File: src/sv/sst_pkg.sv
// Sorted set types: request modes, result codes, controller states, cell control, results.
// No dependencies.
`timescale 1ns / 1ps

package sst_pkg;

	typedef enum logic [1:0] {
		MODE_INSERT  = 2'd0,
		MODE_DELETE  = 2'd1,
		MODE_LOOKUP  = 2'd2,
		MODE_READOUT = 2'd3
	} mode_t;

	typedef enum logic [1:0] {
		ST_DONE      = 2'd0,
		ST_PRESENT   = 2'd1,
		ST_NOT_FOUND = 2'd2,
		ST_FULL      = 2'd3
	} status_t;

	typedef enum logic [1:0] {
		CELL_HOLD,
		CELL_INSERT,
		CELL_DELETE,
		CELL_ROTATE
	} cell_op_t;

	typedef enum logic {
		S_IDLE,
		S_READOUT
	} ctrl_state_t;

	typedef struct packed {
		cell_op_t op;
		logic     occupied;
		logic     tail;
	} cell_ctl_t;

	typedef struct packed {
		status_t            status;
		logic               found;
		logic signed [31:0] element;
		logic [5:0]         stored_count;
		logic               last;
	} result_t;

endpackage

File: src/sv/sst_outq.sv
// Two-entry result queue that separates the table from the output handshake.
// Depends on sst_pkg.
`timescale 1ns / 1ps

module sst_outq (
	input  logic             clk,
	input  logic             arst_n,
	input  logic             push,
	input  sst_pkg::result_t push_data,
	output logic             full,
	output logic             out_valid,
	input  logic             out_stall,
	output sst_pkg::result_t out_data
);
	import sst_pkg::*;

	result_t    data_q [2];
	logic       rd_ptr_q;
	logic       wr_ptr_q;
	logic [1:0] cnt_q;
	logic       pop;

	assign full = (cnt_q == 2'd2);
	assign out_valid = (cnt_q != 2'd0);
	assign out_data = data_q[rd_ptr_q];
	assign pop = out_valid && !out_stall;

	always_ff @(posedge clk) begin
		if (push) begin
			data_q[wr_ptr_q] <= push_data;
		end
	end

	always_ff @(posedge clk or negedge arst_n) begin
		if (!arst_n) begin
			rd_ptr_q <= 1'b0;
			wr_ptr_q <= 1'b0;
			cnt_q <= 2'd0;
		end else begin
			if (push) begin
				wr_ptr_q <= !wr_ptr_q;
			end
			if (pop) begin
				rd_ptr_q <= !rd_ptr_q;
			end
			case ({push, pop})
				2'b10: cnt_q <= cnt_q + 2'd1;
				2'b01: cnt_q <= cnt_q - 2'd1;
				default: cnt_q <= cnt_q;
			endcase
		end
	end

endmodule

File: config.mk
export PLATFORM = sky130hd
export DESIGN_NAME = sst_outq
export DESIGN_NICKNAME = d
export VERILOG_FILES = /design/src/sv/sst_pkg.sv /design/src/sv/sst_outq.sv
export SDC_FILE = /design/constraint.sdc
export NUM_CORES = 1
export LEC_CHECK = 0
export BUFFER_PORTS_ARGS = -buffer_cell sky130_fd_sc_hd__buf_4
export CORE_MARGIN = 3
export CORE_UTILIZATION = 35
export CTS_CLUSTER_SIZE = 24
export DETAILED_ROUTE_END_ITERATION = 10
export PLACE_DENSITY = 0.63
export RECOVER_POWER = 50
export SLEW_MARGIN = 10
export SYNTH_ARGS = -nofsm -noshare
export SYNTH_HDL_FRONTEND = slang
export SYNTH_SLANG_ARGS = --single-unit
File: constraint.sdc
create_clock -name clk -period 6.1 [get_ports clk]
set_input_delay 0.305 -clock clk [delete_from_list [all_inputs] [get_ports clk]]
set_output_delay 0.305 -clock clk [all_outputs]
set_load 0.01 [all_outputs]
==> key figures, run 1 <==
Run status
  – Status: finished with violations
  – Failing checks: capacitance limit, slew limit

Critical path
  – WS Path Type: flop to flop
  – Arr. time, crit path: 2.65 ns
  – Crit-path slowest cell: clkbuf_1
  – Launch point of the worst path: wr_ptr_q
  – FF-to-FF Start: wr_ptr_q
  – Worst Setup End Kind: flop
  – Worst EP required: 6.01 ns
  – Worst-path cell chain: nor2_4 -> clkbuf_1
  – Crit path max-delay family: buffers and inverters
  – Buf/Inv on CP: 1
  – CP max stage delay: 1.75 ns
  – Crit path max fanout: 42
  – Crit start category: flop

STA
  – Max-slew violation count: 43
  – Max frequency: 364.8 MHz
  – Tmin final: 2.741 ns
  – Final setup margin: 3.359 ns
  – # setup viols final: 0
  – Final Hold Fails: 0
  – Final Cycle Share: 44.94%
  – Worst-Margin Slew: 2.463 ns
  – Sum Neg Setup Slack: 0 ns
  – Slew Limit Headroom: -64.20%
  – RSZ-0062 raised after global routing: false
  – Layout Skew: 0.009745 ns

GRT
  – GR Util All Layers: 10.40%
  – First-pass GRT wire length: 8604 um
  – Vias in the first global route: 1694
  – Initial antenna violation count: 0
  – Total gr overflow: 0
  – Largest net degree at the start of global routing: 44

Floorplanning
  – Core area: 9371 um2
  – DIE AREA: 11050 um2
  – Starting Density: 36.68%
  – # rows: 35
  – Io pins: 90
  – Die Wd: 105.1 um
  – Die Y-Extent: 105.1 um

Logic synthesis
  – Register bit total from synthesis: 88
  – Syn. warnings: 0
  – Cell Area, Synth: 3437 um2
  – Syn Nets: 195
  – Top cells by area, synth: edfxtp_1 73%, mux2_4 17%, dfrtp_1 2.9%, buf_12 2.3%, mux2_2 0.98%
  – Seq/Total Area, Yosys: 76.30%
  – Ys flop type: edfxtp_1
  – Count leader, synth: edfxtp_1
  – Syn Inst Count: 148
  – Post-synth cell types: 15
  – Syn Area/Cell: 23.22 um2
  – Most frequent cells after synthesis: 84 x edfxtp_1, 39 x mux2_4, 4 x buf_12, 4 x dfrtp_1
  – Post-synth top area share: 73.39%
  – EDFF count, synth: 84
  – Top cell type by total area after synthesis: edfxtp_1
  – Share of flip-flops with an asynchronous set or reset: 4.545%

Finish
  – Diode count: 0
  – Area Overhead vs Synth: 26.87%
  – Fillers: 822
  – Final net count: 293
  – Fraction of layout cells with a size suffix above 1: 56.18%

Place
  – Final GP Congestion: 0.6347
  – Dpl ws: 4.262 ns
  – Port bufs: 89

Power
  – Max VDD drop: 0.2347 mV
  – P_leak: 1.702 nW
  – Pwr/cell area: 442.1 nW/um2

Routing
  – Max layer used: met4
  – WL met2: 3124 um
  – DRT met1 WL: 2314 um
  – WL met3: 268 um
  – DR vias: 1629
  – Initial DRC count: 32
  – ANT nets after route: 0
  – 1st-pass router iterations: 4
  – Routed len/inst: 15.17 um
  – DRC viols: 0
  – Routed WL: 5766 um
  – Via density per instance: 4.287

Run
  – Max cap viols: 1

Clock tree
  – H-tree Lvls: 3
  – Setup bufs post-CTS: 0
  – CTS Buf Count: 9
  – Root Driver: clkbuf_8
  – Clock Latency Late Sink: 0.35 ns
  – CTS clk-pin slew, worst paths: 0.08 ns
  – Clock Sinks: 88
  – CTS tree: done
  – CTS max path bufs: 2

Hold path
  – Min-Delay Path Class: primary input to flop
  – Hold_sp: push
[cell type report]
class	instances	area, um2	share of cell area, %
clock buffer	10	127.6	2.927
clock inverter	6	70.07	1.607
tap	129	161.4	3.702
sequential	88	2624	60.17
multi-input combinational	54	725.7	16.64
timing repair buffer	92	648.1	14.86
inverter	1	3.754	0.08608
[kinds of logic (layout without fill, tap and decap cells)]
group                      count (synthesis)  after routing  synth area share (%)
adders and majority gates                  1              1                0.3640
buffers and inverters                      6            109                 2.767
muxes                                     42             42                 18.02
DFF                                       88             88                 76.30
and+or+nand+nor                            6              6                 1.274
xor gates and xnor gates                   5              5                 1.274
[cells in the final DEF (no fill, tap or decap), types with 2 or more instances in the layout]
cell and instances:
edfxtp_1 84, buf_4 46, mux2_4 39, clkbuf_4 33, clkbuf_1 13, clkbuf_8 9
mux2_2 3, xor2_1 3, clkinvlp_4 3, dfrtp_1 3, xnor2_1 2, clkinv_4 2
[power by group]
group          leakage, nW  total [mW]  internal [mW]  switching [mW]
Combinational        0.779       0.691          0.382           0.308
Clock               0.0887       0.394          0.191           0.203
Sequential           0.834       0.844          0.810          0.0333
[repair_timing]
item,CTS,global route
gates resized for setup,0,0
hold buffers,1,0
hold endpoints to repair,4,0
[metal layers]
layer,up-vias,global-route usage [%]
met3,4,3.397
met4,0,4.780
met1,804,11.73
met5,-,0
li1,768,-
met2,53,17.83
[registers in the layout, summed over array words and instances (netlist names)]
name,flops
data_q,84
rd_ptr_q,1
cnt_q,2
wr_ptr_q,1
[metrics by stage]
| step | area (um2) | hold slack, ns | power, mW | std cells | util [%] |
|---|---|---|---|---|---|
| finish | 4360 | 0.1551 | 1.928 | 380 | 46.53 |
| global route | 4360 | 0.1296 | 2.034 | 380 | 46.53 |
| CTS | 4408 | 0.1156 | 1.974 | 380 | 47.04 |
| detailed placement | 4200 | 0.1085 | 1.575 | 363 | 44.82 |
| global placement | 4200 | 0.1052 | 1.563 | 363 | 44.82 |
| floorplan | 3437 | 0.009409 | 1.342 | 148 | - |
[worst reg2reg max path: cells and delay by family, from the launching register on]
kind | cells | cell delay [ns]
and+or+nand+nor | 1 | 0.11
DFF | 1 | 0.43
buffers and inverters | 1 | 1.75
[worst paths after layout]
check	endpoint	cells after the start	slack [ns]
max in group asynchronous	rd_ptr_q	2	5.55
worst min-delay path	wr_ptr_q	2	0.16
worst max-delay path	data_q[0][14]	2	3.36
worst max register to register	data_q[0][14]	2	3.36
min in group asynchronous	cnt_q[1]	2	0.33
worst min register to register	cnt_q[1]	1	0.49
No activity file was read; power rests on OpenSTA's default activity.
==> run 2: changes to the inputs <==
- PLACE_DENSITY: 0.63 -> 0.65
- clock period: 6.1 -> 2.5 ns (I/O delays scaled with it)
==> run 2 against run 1 <==
Compared with the run above: the run now ends clean; largest power group unchanged; highest routed layer unchanged; via count increased by 7.2%; first-iteration DRC count increased by 66%; critical path depth increased by 1; count of clock-buffer cells in the layout decreased by 1.
==> key figures, run 2 (synthesis results as in run 1) <==
Clock tree
  – Setup bufs post-CTS: 0
  – CTS max path bufs: 2
  – CTS Buf Count: 9
  – CTS clk-pin slew, worst paths: 0.07 ns
  – H-tree Lvls: 3
  – Clock Latency Late Sink: 0.34 ns
  – Clock Sinks: 88
  – CTS tree: done
  – Root Driver: clkbuf_8

Routing
  – Routed WL: 5981 um
  – Via density per instance: 4.140
  – DRC viols: 0
  – DR vias: 1747
  – Routed len/inst: 14.17 um
  – 1st-pass router iterations: 4
  – ANT nets after route: 0
  – Initial DRC count: 53

Critical path
  – Buf/Inv on CP: 2
  – Crit-path slowest cell: mux2_2
  – Crit start category: flop
  – CP max stage delay: 0.38 ns
  – Arr. time, crit path: 1.57 ns
  – WS Path Type: flop to output pin
  – Worst EP required: 2.38 ns
  – Crit path max fanout: 43
  – Worst Setup End Kind: output pin
  – Crit path max-delay family: buffers and inverters
  – Worst-path cell chain: buf_12 -> mux2_2 -> buf_4

Place
  – Post-DP HPWL: 3879 um
  – # placed instances: 364
  – Port bufs: 89
  – Placement-stage cell area: 4245 um2
  – Final GP Congestion: 0.6875

STA
  – # setup viols final: 0
  – Slew Limit Headroom: 62.92%
  – Sum Neg Setup Slack: 0 ns
  – Final Cycle Share: 67.97%
  – Layout Skew: 0.009179 ns
  – Final Hold Fails: 0
  – Max-slew violation count: 0
  – Worst-Margin Slew: 0.5549 ns
  – RSZ-0062 raised after global routing: false
  – Max frequency: 588.5 MHz
  – Tmin final: 1.699 ns

Floorplanning
  – DIE AREA: 11050 um2
  – Io pins: 90
  – Die Y-Extent: 105.1 um
  – Core area: 9371 um2
  – Die Wd: 105.1 um
  – # rows: 35
  – Starting Density: 36.68%

Finish
  – Leading cell type in the layout, fill and taps excluded: edfxtp_1
  – Fillers: 838
  – Max FFs per register: 84
  – Finished Cell Area: 4806 um2
  – Fraction of layout cells with a size suffix above 1: 45.05%
  – Finished Layout Cells: 422
  – Largest Register: data_q
  – Sequential cell area: 2624 um2
  – Final net count: 337
  – Diode count: 0
  – Most frequent cells in the layout: 84 x edfxtp_1, 44 x dlygate4sd3_1, 43 x buf_4
  – Multi-input gate area: 725.7 um2
  – Biggest regs: data_q x84, cnt_q x2
  – Area Overhead vs Synth: 39.83%

Power
  – Max VDD drop: 0.5791 mV
  – Pwr/cell area: 1001 nW/um2
  – P_leak: 1.885 nW

GRT
  – GR Util All Layers: 11.37%
  – Initial antenna violation count: 0
  – Largest net degree at the start of global routing: 44
  – Vias in the first global route: 1888
  – First-pass GRT wire length: 9487 um
  – Total gr overflow: 0

Run status
  – Status: finished, final reports clean

Run
  – Max cap viols: 0

Hold path
  – Min-Delay Path Class: primary input to flop
==> run 2: cell count changes in the layout (fill, tap and decap cells not counted), sizes merged <==
cell         before  now
dlygate4sd3       1   44
clkinvlp          3    0
bufinv            1    2
clkinv            2    3
==> run 2: repair_timing <==
| action | in CTS | in global routing |
|---|---|---|
| endpoints found under the hold margin | 89 | 0 |
| hold buffers | 44 | 0 |
| resized for setup | 0 | 0 |
==> run 2: metrics by stage <==
step | total power [mW] | utilization [%] | hold slack [ns] | worst slack [ns]
2_1_floorplan | 3.273 | - | -0.1706 | 0.5767
3_3_place_gp | 3.862 | 45.30 | -0.07478 | 1.006
3_5_place_dp | 3.886 | 45.30 | -0.07202 | 0.9900
4_1_cts | 4.929 | 52.11 | 0.05173 | 0.7866
5_1_grt | 5.076 | 51.28 | 0.06737 | 0.7441
6_report | 4.812 | 51.28 | 0.07069 | 0.8008
==> run 2: worst register-to-register path: stages, from the launching register on <==
cell and delay [ns]:
dfrtp_1 0.42, or2_2 0.30, nor2b_4 0.14, ha_1 0.30, nor2_1 0.15, xor2_1 0.16
==> run 2: final timing paths <==
path | start | to | slack [ns] | cells past startpoint
min | out_stall | rd_ptr_q | 0.07 | 3
max reg2reg | cnt_q[0] | cnt_q[1] | 0.97 | 5
min in group asynchronous | arst_n | wr_ptr_q | 0.15 | 2
min reg2reg | cnt_q[1] | cnt_q[1] | 0.49 | 1
max in group asynchronous | arst_n | rd_ptr_q | 2.12 | 2
max | rd_ptr_q | out_data[41] | 0.80 | 3
==> run 2: where the power goes <==
group          total [mW]  switching (mW)  leakage [nW]  internal (mW)
Combinational        1.78           0.764         0.949           1.01
Sequential           2.05          0.0896         0.834           1.96
Clock               0.985           0.440         0.102          0.545
Total                4.81            1.29          1.89           3.52
==> run 2: layout make-up <==
type / instances / area share (%)
clock buffers: 9 / 2.577
clock inverters: 5 / 1.536
inverters: 1 / 0.07810
multi-input cells: 54 / 15.10
flip-flops and latches: 88 / 54.60
well taps: 129 / 3.359
repair buffers: 136 / 22.75
==> run 2: routing by layer <==
metal,wire [um],GRT usage [%],vias up
met5,0,0,-
met4,89,4.499,0
met3,251,3.644,9
met2,3097,19.52,53
met1,2543,13.17,828
li1,-,-,857
