[config.mk]
export PLATFORM = sky130hd
export DESIGN_NAME = sst_cell
export DESIGN_NICKNAME = d
export VERILOG_FILES = /design/src/sv/sst_pkg.sv /design/src/sv/sst_cell.sv
export SDC_FILE = /design/constraint.sdc
export NUM_CORES = 1
export LEC_CHECK = 0
export ABC_CLOCK_PERIOD_IN_PS = 7310
export BUFFER_PORTS_ARGS = -buffer_cell sky130_fd_sc_hd__clkbuf_2
export CORE_MARGIN = 2
export CORE_UTILIZATION = 48
export CTS_CLUSTER_SIZE = 28
export DETAILED_ROUTE_END_ITERATION = 16
export PLACE_DENSITY = 0.95
export SETUP_SLACK_MARGIN = 0.1
export SYNTH_ARGS = -nofsm -noshare
export SYNTH_HDL_FRONTEND = slang
export SYNTH_SLANG_ARGS = --single-unit
[constraint.sdc]
create_clock -name clk -period 7.31 [get_ports clk]
set_input_delay 1.462 -clock clk [delete_from_list [all_inputs] [get_ports clk]]
set_output_delay 1.462 -clock clk [all_outputs]
set_load 0.02 [all_outputs]
[src/sv/sst_pkg.sv]
// Sorted set types: request modes, result codes, controller states, cell control, results.
// No dependencies.
`timescale 1ns / 1ps

package sst_pkg;

	typedef enum logic [1:0] {
		MODE_INSERT  = 2'd0,
		MODE_DELETE  = 2'd1,
		MODE_LOOKUP  = 2'd2,
		MODE_READOUT = 2'd3
	} mode_t;

	typedef enum logic [1:0] {
		ST_DONE      = 2'd0,
		ST_PRESENT   = 2'd1,
		ST_NOT_FOUND = 2'd2,
		ST_FULL      = 2'd3
	} status_t;

	typedef enum logic [1:0] {
		CELL_HOLD,
		CELL_INSERT,
		CELL_DELETE,
		CELL_ROTATE
	} cell_op_t;

	typedef enum logic {
		S_IDLE,
		S_READOUT
	} ctrl_state_t;

	typedef struct packed {
		cell_op_t op;
		logic     occupied;
		logic     tail;
	} cell_ctl_t;

	typedef struct packed {
		status_t            status;
		logic               found;
		logic signed [31:0] element;
		logic [5:0]         stored_count;
		logic               last;
	} result_t;

endpackage

[src/sv/sst_cell.sv]
// One slot of the sorted chain: holds a value, compares it with the request operand and
// takes its own, its neighbor's, the head's or the operand on a shift. Depends on sst_pkg.
`timescale 1ns / 1ps

module sst_cell (
	input  logic               clk,
	input  sst_pkg::cell_ctl_t ctl,
	input  logic signed [31:0] value,
	input  logic               lt_prev,
	input  logic signed [31:0] left,
	input  logic signed [31:0] right,
	input  logic signed [31:0] head,
	output logic signed [31:0] entry,
	output logic               lt,
	output logic               eq
);
	import sst_pkg::*;

	logic signed [31:0] entry_q;

	assign entry = entry_q;
	assign lt = ctl.occupied && (entry_q < value);
	assign eq = ctl.occupied && (entry_q == value);

	// An insert opens a gap at the first slot not below the operand; a delete closes it.
	always_ff @(posedge clk) begin
		case (ctl.op)
			CELL_INSERT: begin
				if (!lt) begin
					entry_q <= lt_prev ? value : left;
				end
			end
			CELL_DELETE: begin
				if (!lt) begin
					entry_q <= right;
				end
			end
			CELL_ROTATE: begin
				entry_q <= ctl.tail ? head : right;
			end
			default: begin
				entry_q <= entry_q;
			end
		endcase
	end

endmodule

==> results.md, run 1 <==
### Floorplanning
• **overall die area** 6620 sq um
• **Site Rows** 28
• **die boundary width** 81.4 microns
• **initial core utilization** 0.491
• **chip height** 81.4 microns
• **Top-Level Pins** 168
• **core footprint** 5850 sq um

### STA
• **final worst-path cycle share** 0.670
• **Hold Vio Cnt, Final** 0
• **setup repair after global routing missed its margin** no
• **final total negative setup slack** 0 ns
• **Finish-stage setup viols** 0
• **final critical-path setup slack** 2.41 ns
• **Clock Skew** 0.00485 ns
• **pin slew with the least headroom to its limit** 1.26 ns
• **max-slew violation count** 0
• **Final min period** 4.90 ns
• **Achievable Freq** 204 MHz
• **worst slew margin relative to its limit** 0.161

### Setup path
• **arrival time of the worst setup path** 3.44 ns
• **highest-delay cell along the critical path** sky130_fd_sc_hd__nor4_1
• **r2r startpoint** entry[15]
• **family of cells with the greatest summed delay on the critical path** simple AND/OR/NAND/NOR gates
• **maximum fanout along the worst path** 4
• **Reg-to-Reg End** entry[13]
• **element type at the critical path end** output pin
• **Most common cell on crit path** sky130_fd_sc_hd__clkbuf_2
• **required time worst endpoint** 5.85 ns
• **critical path class** in -> out
• **buffers plus inverters on the worst setup path** 3
• **number of cells on the worst reg-to-reg path** 8
• **cell-by-cell listing of the critical path** clkbuf_2, inv_1, ha_1, nand4_1, nor4_1, a21boi_1, o41a_1, o21ai_0, and3_1, clkbuf_2
• **Setup crit start kind** primary input
• **minimum setup slack among reg-to-reg paths** 4.32 ns
• **largest stage delay on the critical path** 0.43 ns

### Layout
• **Final Non-Filler Cells** 538
• **number of flip-flops in the largest register** 32
• **Net count, final** 628
• **total of fill cells in the finished design** 485
• **proportion of layout cells with a drive suffix above 1** 0.393
• **relative area change from synthesis to final layout** 33.8%
• **fin area** 3840 sq um
• **ANT cells** 0

### CTS
• **clock transition time at the flip-flop clock pins of the worst setup and hold paths** 0.07 ns
• **clk root buf** sky130_fd_sc_hd__clkbuf_8
• **CTS tree** yes
• **clk buf depth** 2
• **TritonCTS sink count** 32
• **setup bufs post-CTS** 0
• **Num CTS Buffers** 5
• **clock latency at the later pin of the worst-skew pair** 0.28 ns
• **hold buffer count at cts** 0
• **deepest level of the CTS H-tree** 2
• **post_cts resized** 0

### Hold path
• **startpoint of the lowest-slack hold path** entry[31]
• **Min-Delay Path Depth** 6
• **worst-case hold path end point** entry[0]
• **worst min-delay path category** reg -> reg

### Global route
• **antenna violations before repair** 0
• **maximum number of pins on one net before global-route repair** 68
• **total routing resource utilization after global routing** 0.241
• **number of global-route vias before repair** 2846
• **wire length of the first global-routing pass** 12200 microns
• **global route overflow** 0

### Route
• **number of remaining DRC errors** 0
• **Wirelength per Cell** 15.2 microns
• **Vias/cell** 5.47
• **first-iteration detailed-routing DRC count** 95
• **routed vias** 2941
• **length of the first detailed-routing pass in iterations** 4
• **post-detailed-route count of antenna-violating nets** 0
• **routed wire length** 8190 microns

### Synth
• **flip-flop and latch count after synthesis** 32
• **sequential fraction of the synthesis area** 0.334
• **netlist area before placement** 2870 sq um
• **synthesized area divided by synthesized cell count** 9.48 sq um
• **number of synthesis warnings** 0
• **number of different library cells in the post-synthesis netlist** 34
• **cells after synthesis** 303
• **post-synth net total** 469

### Power
• **power per standard cell area** 172 nW/um^2
• **reported leakage power** 2.03 nW
• **IR Drop Worst-Case VDD** 0.000102 V

### Placed design
• **Setup Slack @ Placement** 2.44 ns
• **count of buffers inserted at the top-level ports** 167
• **RePlAce Congestion** 0.806
• **placed cells** 530
• **instance area at placement** 3760 sq um
• **Detailed Place HPWL** 6290 microns

### Run status
• **status** completed

### Flow run
• **Max Cap Viol** 0

[cells by family after synthesis]
group | count (synthesis) | synth area share
and+or+nand+nor | 68 | 0.151
buffers and inverters | 49 | 0.0645
AOI/OAI and AO/OA | 90 | 0.199
muxes | 32 | 0.111
DFF | 32 | 0.334
adders and majority gates | 32 | 0.139
[through the flow]
stage / power [mW] / hold WS [ns] / util
floorplan: 0.427 / 1.35 / -
global placement: 0.517 / 1.36 / 0.643
detailed placement: 0.532 / 1.41 / 0.643
CTS: 0.668 / 1.41 / 0.657
global route: 0.704 / 1.48 / 0.657
finish: 0.663 / 1.40 / 0.657
[cell usage in the layout (no fill, tap or decap), drive strengths merged]
cell type	Yosys	final
inv	32	32
a21oi	45	45
o211ai	2	2
a21boi	1	1
o41a	1	1
and4	2	2
edfxtp	32	32
nor2b	33	33
o21ai	4	4
and3	1	1
nor2	5	5
nor4	3	3
nand4	6	6
o211a	1	1
buf	7	2
a21o	1	1
nand3b	2	2
o21a	1	1
nand3	2	2
nand2	9	9
clkinv	0	1
clkbuf	10	174
a221oi	1	1
a211oi	33	33
ha	32	32
or3	1	1
nor3	4	4
mux2i	32	32
[worst reg2reg max path, delay by kind of cell, from the launching register on]
kind | cells | cell delay (ns)
AOI/OAI and AO/OA | 2 | 0.46
adders and majority gates | 1 | 0.34
buffers and inverters | 1 | 0.44
DFF | 1 | 0.40
and+or+nand+nor | 4 | 0.97
[cell type report]
| type | instances | area, sq um | area share |
|---|---|---|---|
| Tap cell | 75 | 93.8 | 0.0244 |
| Timing Repair Buffer | 169 | 851 | 0.221 |
| Sequential cell | 32 | 961 | 0.250 |
| Clock inverter | 1 | 3.75 | 0.000977 |
| Inverter | 32 | 120 | 0.0312 |
| Multi-Input combinational cell | 222 | 1740 | 0.452 |
| Clock buffer | 7 | 76.3 | 0.0199 |
[per-layer routing]
metal,wire (microns),GRT usage,up-vias
li1,-,-,1444
met5,0,0,-
met2,4320,0.454,135
met4,119,0.0983,0
met3,615,0.0556,15
met1,3130,0.256,1347
[synthesized netlist by cell type]
cell	count	share of area
sky130_fd_sc_hd__a221oi_2	1	0.0052
sky130_fd_sc_hd__buf_1	6	0.0078
sky130_fd_sc_hd__nor3_1	4	0.0070
sky130_fd_sc_hd__o41a_1	1	0.0039
sky130_fd_sc_hd__a21o_1	1	0.0026
sky130_fd_sc_hd__nor2b_1	33	0.072
sky130_fd_sc_hd__nand3_1	2	0.0035
sky130_fd_sc_hd__mux2i_1	32	0.11
sky130_fd_sc_hd__nor2_1	5	0.0065
sky130_fd_sc_hd__a21oi_1	45	0.078
sky130_fd_sc_hd__o21a_1	1	0.0026
sky130_fd_sc_hd__nand2_1	9	0.012
sky130_fd_sc_hd__ha_1	32	0.14
sky130_fd_sc_hd__a21boi_1	1	0.0026
sky130_fd_sc_hd__nand3b_1	2	0.0052
sky130_fd_sc_hd__and3_1	1	0.0022
sky130_fd_sc_hd__nor4_1	1	0.0022
sky130_fd_sc_hd__nor4_4	1	0.0074
sky130_fd_sc_hd__buf_2	1	0.0017
sky130_fd_sc_hd__and4_1	1	0.0030
sky130_fd_sc_hd__o211ai_1	1	0.0026
sky130_fd_sc_hd__nand4_4	1	0.0074
sky130_fd_sc_hd__inv_1	32	0.042
sky130_fd_sc_hd__or3_1	1	0.0022
sky130_fd_sc_hd__and4_2	1	0.0035
sky130_fd_sc_hd__a211oi_1	33	0.086
sky130_fd_sc_hd__nand4_1	4	0.0087
sky130_fd_sc_hd__clkbuf_1	10	0.013
sky130_fd_sc_hd__o211ai_2	1	0.0044
sky130_fd_sc_hd__edfxtp_1	32	0.33
sky130_fd_sc_hd__o211a_1	1	0.0035
sky130_fd_sc_hd__o21ai_0	4	0.0070
sky130_fd_sc_hd__nand4_2	1	0.0044
sky130_fd_sc_hd__nor4_2	1	0.0044
[power by group]
group	internal (mW)	switching, mW	total, mW
logic	0.109	0.159	0.268
clock network	0.0664	0.0679	0.134
registers	0.243	0.0174	0.261
[how the worst max path moves through the flow]
stage | start | end | slack, ns | cells past startpoint
after floorplan | value[31] | entry[0] | 2.36 | 7
after global placement | value[13] | lt | 2.51 | 10
after global routing | value[13] | lt | 2.19 | 10
after detailed placement | value[15] | lt | 2.44 | 10
final | value[13] | lt | 2.41 | 10
after CTS | value[13] | lt | 2.43 | 10
Power figures use the tool's default switching activity.
==> run 2: changes to the inputs <==
--- a/config.mk
+++ b/config.mk
@@ -5,13 +5,14 @@
 export SDC_FILE = /design/constraint.sdc
 export NUM_CORES = 1
 export LEC_CHECK = 0
-export ABC_CLOCK_PERIOD_IN_PS = 7310
+export ABC_AREA = 1
+export ABC_CLOCK_PERIOD_IN_PS = 4700
 export BUFFER_PORTS_ARGS = -buffer_cell sky130_fd_sc_hd__clkbuf_2
 export CORE_MARGIN = 2
-export CORE_UTILIZATION = 48
+export CORE_UTILIZATION = 45
 export CTS_CLUSTER_SIZE = 28
 export DETAILED_ROUTE_END_ITERATION = 16
-export PLACE_DENSITY = 0.95
+export PLACE_DENSITY = 0.9
 export SETUP_SLACK_MARGIN = 0.1
 export SYNTH_ARGS = -nofsm -noshare
 export SYNTH_HDL_FRONTEND = slang
==> constraint.sdc (replaced) <==
create_clock -name clk -period 4.7 [get_ports clk]
set_input_delay 0.94 -clock clk [delete_from_list [all_inputs] [get_ports clk]]
set_output_delay 0.94 -clock clk [all_outputs]
set_load 0.02 [all_outputs]
==> run 2 against run 1 <==
Cell count increased by 16%. Die area increased by 8.9%. Core utilization decreased by 4.5 points. Power increased by 52%. Synthesized cell count increased by 30%. Synthesized area increased by 2.6%. Worst setup slack got worse by 1.2 ns. Wire length increased by 15%. First-iteration DRC count increased by 99%. Sequential share of layout area decreased by 0.26 points. Critical path depth increased by 1. Highest routed layer unchanged.
==> results.md, run 2 <==
### CTS
• **post_cts resized** 0, unchanged
• **clk root buf** sky130_fd_sc_hd__clkbuf_8
• **deepest level of the CTS H-tree** 2, unchanged
• **setup bufs post-CTS** 0, unchanged
• **Num CTS Buffers** 5, unchanged
• **hold buffer count at cts** 0, unchanged
• **CTS tree** yes
• **clock transition time at the flip-flop clock pins of the worst setup and hold paths** 0.07 ns, about the same
• **clock latency at the later pin of the worst-skew pair** 0.28 ns, about the same
• **clk buf depth** 2, unchanged
• **TritonCTS sink count** 32, unchanged

### Global route
• **antenna violations before repair** 0, unchanged
• **global route overflow** 0, unchanged
• **number of global-route vias before repair** 3268, +15%
• **wire length of the first global-routing pass** 15000 microns, +23%
• **total routing resource utilization after global routing** 0.259, +0.0179
• **maximum number of pins on one net before global-route repair** 64, -5.9%

### Placed design
• **count of buffers inserted at the top-level ports** 167, unchanged
• **RePlAce Congestion** 0.889, +10%
• **Detailed Place HPWL** 7210 microns, +15%

### Synth
• **most frequent cells after synthesis** sky130_fd_sc_hd__nand2_1 (63), sky130_fd_sc_hd__o21ai_0 (50), sky130_fd_sc_hd__inv_1 (45), sky130_fd_sc_hd__a21oi_1 (43), sky130_fd_sc_hd__nor2_1 (33)
• **library cell with the highest instance count after synthesis** sky130_fd_sc_hd__nand2_1
• **EDFF count, synth** 32, unchanged
• **proportion of register bits with asynchronous set or reset after synthesis** 0, unchanged
• **fraction of post-synthesis cell area in the top cell type by area** 0.326, -0.00838
• **netlist area before placement** 2950 sq um, +2.6%
• **most used flip-flop cell after synthesis** sky130_fd_sc_hd__edfxtp_1
• **number of different library cells in the post-synthesis netlist** 26, -24%
• **synthesized area divided by synthesized cell count** 7.50 sq um, -21%
• **post-synth net total** 559, +19%
• **flip-flop and latch count after synthesis** 32, unchanged
• **Yosys top cell by area** sky130_fd_sc_hd__edfxtp_1
• **main area contributors after synthesis** sky130_fd_sc_hd__edfxtp_1 (33%), sky130_fd_sc_hd__ha_1 (14%), sky130_fd_sc_hd__o21ai_0 (8.5%), sky130_fd_sc_hd__nand2_1 (8.0%), sky130_fd_sc_hd__o211ai_1 (7.9%)
• **sequential fraction of the synthesis area** 0.326, -0.00838
• **cells after synthesis** 393, +30%
• **number of synthesis warnings** 0, unchanged

### STA
• **Final min period** 3.46 ns
• **worst slew margin relative to its limit** 0.225, +0.0641
• **Achievable Freq** 289 MHz
• **pin slew with the least headroom to its limit** 1.16 ns, -0.0961 ns
• **max-slew violation count** 0, unchanged
• **final total negative setup slack** 0 ns, unchanged
• **Clock Skew** 0.00537 ns, +0.000525 ns
• **Finish-stage setup viols** 0, unchanged
• **Hold Vio Cnt, Final** 0, unchanged
• **final worst-path cycle share** 0.736
• **setup repair after global routing missed its margin** no

### Layout
• **total of fill cells in the finished design** 580, +20%
• **Net count, final** 715, +14%
• **number of flip-flops in the largest register** 32, unchanged
• **proportion of layout cells with a drive suffix above 1** 0.342, -0.0506
• **most frequent cells in the layout** sky130_fd_sc_hd__clkbuf_2 (167), sky130_fd_sc_hd__nand2_1 (63), sky130_fd_sc_hd__o21ai_0 (50)
• **relative area change from synthesis to final layout** 31.8%
• **most common cell after layout, fill and taps aside** sky130_fd_sc_hd__clkbuf_2
• **ANT cells** 0, unchanged

### Flow run
• **Max Cap Viol** 0, unchanged

### Setup path
• **Setup crit start kind** primary input
• **critical path class** in -> out
• **required time worst endpoint** 3.76 ns, -2.09 ns
• **maximum fanout along the worst path** 4, unchanged
• **element type at the critical path end** output pin
• **arrival time of the worst setup path** 2.52 ns, -0.92 ns

### Route
• **routed wire length** 9390 microns, +15%
• **first-iteration detailed-routing DRC count** 189, +99%
• **post-detailed-route count of antenna-violating nets** 0, unchanged
• **length of the first detailed-routing pass in iterations** 4, unchanged
• **Wirelength per Cell** 15.0 microns, -1.5%
• **routed vias** 3423, +16%
• **number of remaining DRC errors** 0, unchanged
• **Vias/cell** 5.47, about the same

### Run status
• **status** completed

### Hold path
• **worst min-delay path category** in -> reg

### Power
• **Net Sw Power** 377 uW, +55%
• **share of power burned in registers** 0.398, +0.005
• **power per standard cell area** 259 nW/um^2, +50%
• **total power draw** 1.00 mW, +52%
• **IR Drop Worst-Case VDD** 0.000149 V, +45%
• **combinational share of power** 0.400, -0.004
• **share of total power in the clock network** 0.203, about the same
• **Internal Pwr Total** 627 uW, +50%
• **switching part of the total power** 0.376, +0.00741
• **reported leakage power** 1.99 nW, -1.6%

### Floorplanning
• **Top-Level Pins** 168, unchanged
• **initial core utilization** 0.464, -0.0270
• **die boundary width** 84.9 microns, +4.4%
• **Site Rows** 29, +3.6%
• **chip height** 84.9 microns, +4.4%
• **overall die area** 7210 sq um, +8.9%
• **core footprint** 6350 sq um, +8.5%

[run 2: changes by cell type after synthesis, moves of 11 or more]
cell | before | now
sky130_fd_sc_hd__nand2_1 | 9 | 63
sky130_fd_sc_hd__a211oi_1 | 33 | 0
sky130_fd_sc_hd__nor2_1 | 5 | 33
sky130_fd_sc_hd__o21ai_0 | 4 | 50
sky130_fd_sc_hd__o211ai_1 | 1 | 31
sky130_fd_sc_hd__inv_1 | 32 | 45
sky130_fd_sc_hd__nor2b_1 | 33 | 0
sky130_fd_sc_hd__o21ai_1 | 0 | 11
sky130_fd_sc_hd__mux2i_1 | 32 | 1
[run 2: final timing paths]
kind                  start        end  slack (ns)  depth (start not counted)
setup / recovery  value[31]         lt        1.24                         11
setup reg to reg  entry[31]  entry[18]        1.97                         12
hold reg to reg   entry[31]   entry[0]        1.24                          5
hold / removal     right[0]   entry[0]        0.95                          3
[run 2: layout make-up]
cell class              count  area, sq um  share of cell area
clock buffers               6         72.6              0.0187
clock inverters             1         5.00             0.00129
inverters                  50          190              0.0490
multi-input cells         290         1700               0.438
flip-flops and latches     32          961               0.247
well taps                  77         96.3              0.0248
repair buffers            170          858               0.221
[run 2: critical path: stages]
cell and delay (ns):
sky130_fd_sc_hd__clkbuf_2 0.08, sky130_fd_sc_hd__inv_1 0.05, sky130_fd_sc_hd__ha_1 0.33, sky130_fd_sc_hd__nand2_1 0.10, sky130_fd_sc_hd__nor2_2 0.17, sky130_fd_sc_hd__nand2_2 0.10
sky130_fd_sc_hd__nor4_4 0.17, sky130_fd_sc_hd__nand2_1 0.13, sky130_fd_sc_hd__nand3_1 0.10, sky130_fd_sc_hd__and3_1 0.18, sky130_fd_sc_hd__clkbuf_2 0.17
[run 2: kinds of logic (layout without fill, tap and decap cells)]
family                     after synthesis  count (layout)  synth area share
AOI/OAI and AO/OA                      141             141             0.272
muxes                                    1               1           0.00340
adders and majority gates               32              32             0.136
and+or+nand+nor                        116             116             0.166
DFF                                     32              32             0.326
buffers and inverters                   71             227            0.0968
[run 2: power by group through the flow]
stage / clock network [mW] / logic (mW) / registers (mW)
floorplan: 0 / 0.193 / 0.452
global placement: 0 / 0.385 / 0.402
detailed placement: 0 / 0.400 / 0.405
CTS: 0.208 / 0.403 / 0.399
global route: 0.219 / 0.449 / 0.405
finish: 0.204 / 0.401 / 0.399
[run 2: through the flow]
step / hold WS [ns] / utilization / setup slack, ns / cell area (sq um) / std cells
6_report: 0.953 / 0.612 / 1.24 / 3880 / 626
3_3_place_gp: 1.18 / 0.599 / 1.26 / 3810 / 619
4_1_cts: 0.947 / 0.612 / 1.21 / 3880 / 626
5_1_grt: 0.968 / 0.612 / 1.08 / 3880 / 626
2_1_floorplan: 1.14 / - / 1.64 / 2950 / 393
3_5_place_dp: 1.24 / 0.599 / 1.21 / 3810 / 619
[run 2: metal layers]
layer	global-route usage	up-vias	share of wire
li1	-	1687	-
met1	0.306	1562	0.38
met2	0.489	163	0.53
met3	0.0525	11	0.076
met4	0.0476	0	0.011
met5	0	-	0
==> run 3: changes to the inputs <==
--- a/config.mk
+++ b/config.mk
@@ -6,7 +6,7 @@
 export NUM_CORES = 1
 export LEC_CHECK = 0
 export ABC_AREA = 1
-export ABC_CLOCK_PERIOD_IN_PS = 4700
+export ABC_CLOCK_PERIOD_IN_PS = 3500
 export BUFFER_PORTS_ARGS = -buffer_cell sky130_fd_sc_hd__clkbuf_2
 export CORE_MARGIN = 2
 export CORE_UTILIZATION = 45
==> constraint.sdc (replaced) <==
create_clock -name clk -period 3.5 [get_ports clk]
set_input_delay 0.7 -clock clk [delete_from_list [all_inputs] [get_ports clk]]
set_output_delay 0.7 -clock clk [all_outputs]
set_load 0.02 [all_outputs]
==> run 3 against run 2 <==
Power increased by 33%. Sequential power increased by 35%. Register-to-register slack got worse by 1.0 ns. Worst setup slack got worse by 0.70 ns. Critical path depth unchanged. Global-route usage decreased by 0.48 points. Sequential share of layout area decreased by 0.095 points. Critical path type unchanged. Largest power group is now sequential cells.
==> results.md, run 3 (synthesis results as in run 2) <==
### Layout
• **ANT cells** 0, unchanged
• **fin area** 3900 sq um, +0.39%
• **most frequent cells in the layout** sky130_fd_sc_hd__clkbuf_2 (167), sky130_fd_sc_hd__nand2_1 (63), sky130_fd_sc_hd__o21ai_0 (50)
• **most common cell after layout, fill and taps aside** sky130_fd_sc_hd__clkbuf_2
• **core utilization of the finished layout** 0.614, +0.00236
• **relative area change from synthesis to final layout** 32.3%
• **Net count, final** 717, +0.28%
• **number of flip-flops in the largest register** 32, unchanged
• **total of fill cells in the finished design** 598, +3.1%
• **proportion of layout cells with a drive suffix above 1** 0.345, +0.00239

### Setup path
• **maximum fanout along the worst path** 4, unchanged
• **largest stage delay on the critical path** 0.34 ns, about the same
• **Setup crit start kind** primary input
• **highest-delay cell along the critical path** sky130_fd_sc_hd__ha_1
• **arrival time of the worst setup path** 2.26 ns, -0.26 ns
• **element type at the critical path end** output pin
• **cell-by-cell listing of the critical path** clkbuf_2, inv_1, ha_1, nand2_1, nor2_2, nand2_2, nor4_4, nand2_1, nand3_1, and3_1, clkbuf_2
• **family of cells with the greatest summed delay on the critical path** simple AND/OR/NAND/NOR gates
• **buffers plus inverters on the worst setup path** 3, unchanged
• **critical path class** in -> out
• **required time worst endpoint** 2.80 ns, -0.96 ns

### Power
• **combinational share of power** 0.401, about the same
• **share of total power in the clock network** 0.197, -0.006
• **power per standard cell area** 343 nW/um^2, +33%
• **Internal Pwr Total** 843 uW, +35%
• **IR Drop Worst-Case VDD** 0.000208 V, +40%
• **share of power burned in registers** 0.402, +0.004
• **reported leakage power** 2.00 nW, +0.48%
• **switching part of the total power** 0.370, -0.00589
• **Net Sw Power** 495 uW, +31%

### Hold path
• **worst min-delay path category** in -> reg

### Placed design
• **count of buffers inserted at the top-level ports** 167, unchanged
• **Detailed Place HPWL** 7420 microns, +2.9%
• **RePlAce Congestion** 0.878, -1.3%
• **instance area at placement** 3820 sq um, +0.39%
• **Setup Slack @ Placement** 0.535 ns, -0.679 ns

### Route
• **Wirelength per Cell** 15.0 microns, about the same
• **routed vias** 3389, -0.99%
• **routed wire length** 9410 microns, +0.27%
• **length of the first detailed-routing pass in iterations** 5, +1
• **post-detailed-route count of antenna-violating nets** 0, unchanged
• **number of remaining DRC errors** 0, unchanged
• **first-iteration detailed-routing DRC count** 189, unchanged
• **Vias/cell** 5.40, -1.3%

### Floorplanning
• **core footprint** 6350 sq um, unchanged
• **initial core utilization** 0.464, unchanged
• **die boundary width** 84.9 microns, unchanged
• **overall die area** 7210 sq um, unchanged
• **Site Rows** 29, unchanged
• **Top-Level Pins** 168, unchanged
• **chip height** 84.9 microns, unchanged

### STA
• **Final min period** 2.96 ns
• **final critical-path setup slack** 0.540 ns, -0.701 ns
• **Hold Vio Cnt, Final** 0, unchanged
• **final total negative setup slack** 0 ns, unchanged
• **final worst-path cycle share** 0.846
• **pin slew with the least headroom to its limit** 1.14 ns, -0.0244 ns
• **worst slew margin relative to its limit** 0.242, +0.0163
• **max-slew violation count** 0, unchanged
• **Finish-stage setup viols** 0, unchanged
• **setup repair after global routing missed its margin** no
• **Clock Skew** 0.00217 ns, -0.00320 ns
• **Achievable Freq** 338 MHz

### CTS
• **Num CTS Buffers** 5, unchanged
• **CTS tree** yes
• **clock transition time at the flip-flop clock pins of the worst setup and hold paths** 0.06 ns, about the same
• **clk buf depth** 2, unchanged
• **setup bufs post-CTS** 0, unchanged
• **clock latency at the later pin of the worst-skew pair** 0.28 ns, about the same
• **clk root buf** sky130_fd_sc_hd__clkbuf_8
• **deepest level of the CTS H-tree** 2, unchanged
• **TritonCTS sink count** 32, unchanged
• **post_cts resized** 0, unchanged
• **hold buffer count at cts** 0, unchanged

### Global route
• **maximum number of pins on one net before global-route repair** 64, unchanged
• **global route overflow** 0, unchanged
• **wire length of the first global-routing pass** 14700 microns, -2.0%
• **total routing resource utilization after global routing** 0.255, -0.00480
• **antenna violations before repair** 0, unchanged
• **number of global-route vias before repair** 3372, +3.2%

### Flow run
• **Max Cap Viol** 0, unchanged

### Run status
• **status** completed

-- run 3: area by class of cell --
cell class	count	area [sq um]	area share
well taps	77	96.3	0.0247
repair buffers	172	873	0.224
clock buffers	6	72.6	0.0186
inverters	50	190	0.0488
multi-input cells	290	1700	0.436
flip-flops and latches	32	961	0.246
clock inverters	1	5.00	0.00128
-- run 3: metal layers --
metal,global-route usage,vias up,share of wire
met5,0,-,0
met4,0.0823,0,0.015
met3,0.0457,16,0.069
met2,0.479,168,0.52
met1,0.290,1516,0.40
li1,-,1689,-
-- run 3: final timing paths --
kind              depth (start not counted)  slack (ns)   endpoint  startpoint
hold / removal                            3        0.74   entry[9]     left[9]
hold reg to reg                           5        1.26   entry[0]   entry[31]
setup reg to reg                         12        0.93  entry[28]   entry[31]
setup / recovery                         11        0.54         lt   value[31]
-- run 3: worst min-delay path, cell delays in order --
cell and delay, ns:
sky130_fd_sc_hd__clkbuf_2 0.07, sky130_fd_sc_hd__o21ai_0 0.06, sky130_fd_sc_hd__o211ai_1 0.07
-- run 3: power by group through the flow --
stage / logic [mW] / clock network (mW) / registers [mW]
5_1_grt: 0.599 / 0.283 / 0.543
6_report: 0.537 / 0.263 / 0.538
3_3_place_gp: 0.519 / 0 / 0.543
4_1_cts: 0.540 / 0.270 / 0.538
2_1_floorplan: 0.259 / 0 / 0.607
3_5_place_dp: 0.536 / 0 / 0.546
-- run 3: per-stage QoR --
| stage | std cells | total power [mW] | hold slack [ns] |
|---|---|---|---|
| 6_report | 628 | 1.34 | 0.738 |
| 5_1_grt | 628 | 1.43 | 0.742 |
| 4_1_cts | 628 | 1.35 | 0.725 |
| 3_5_place_dp | 621 | 1.08 | 1.01 |
| 3_3_place_gp | 621 | 1.06 | 1.00 |
| 2_1_floorplan | 393 | 0.866 | 0.899 |
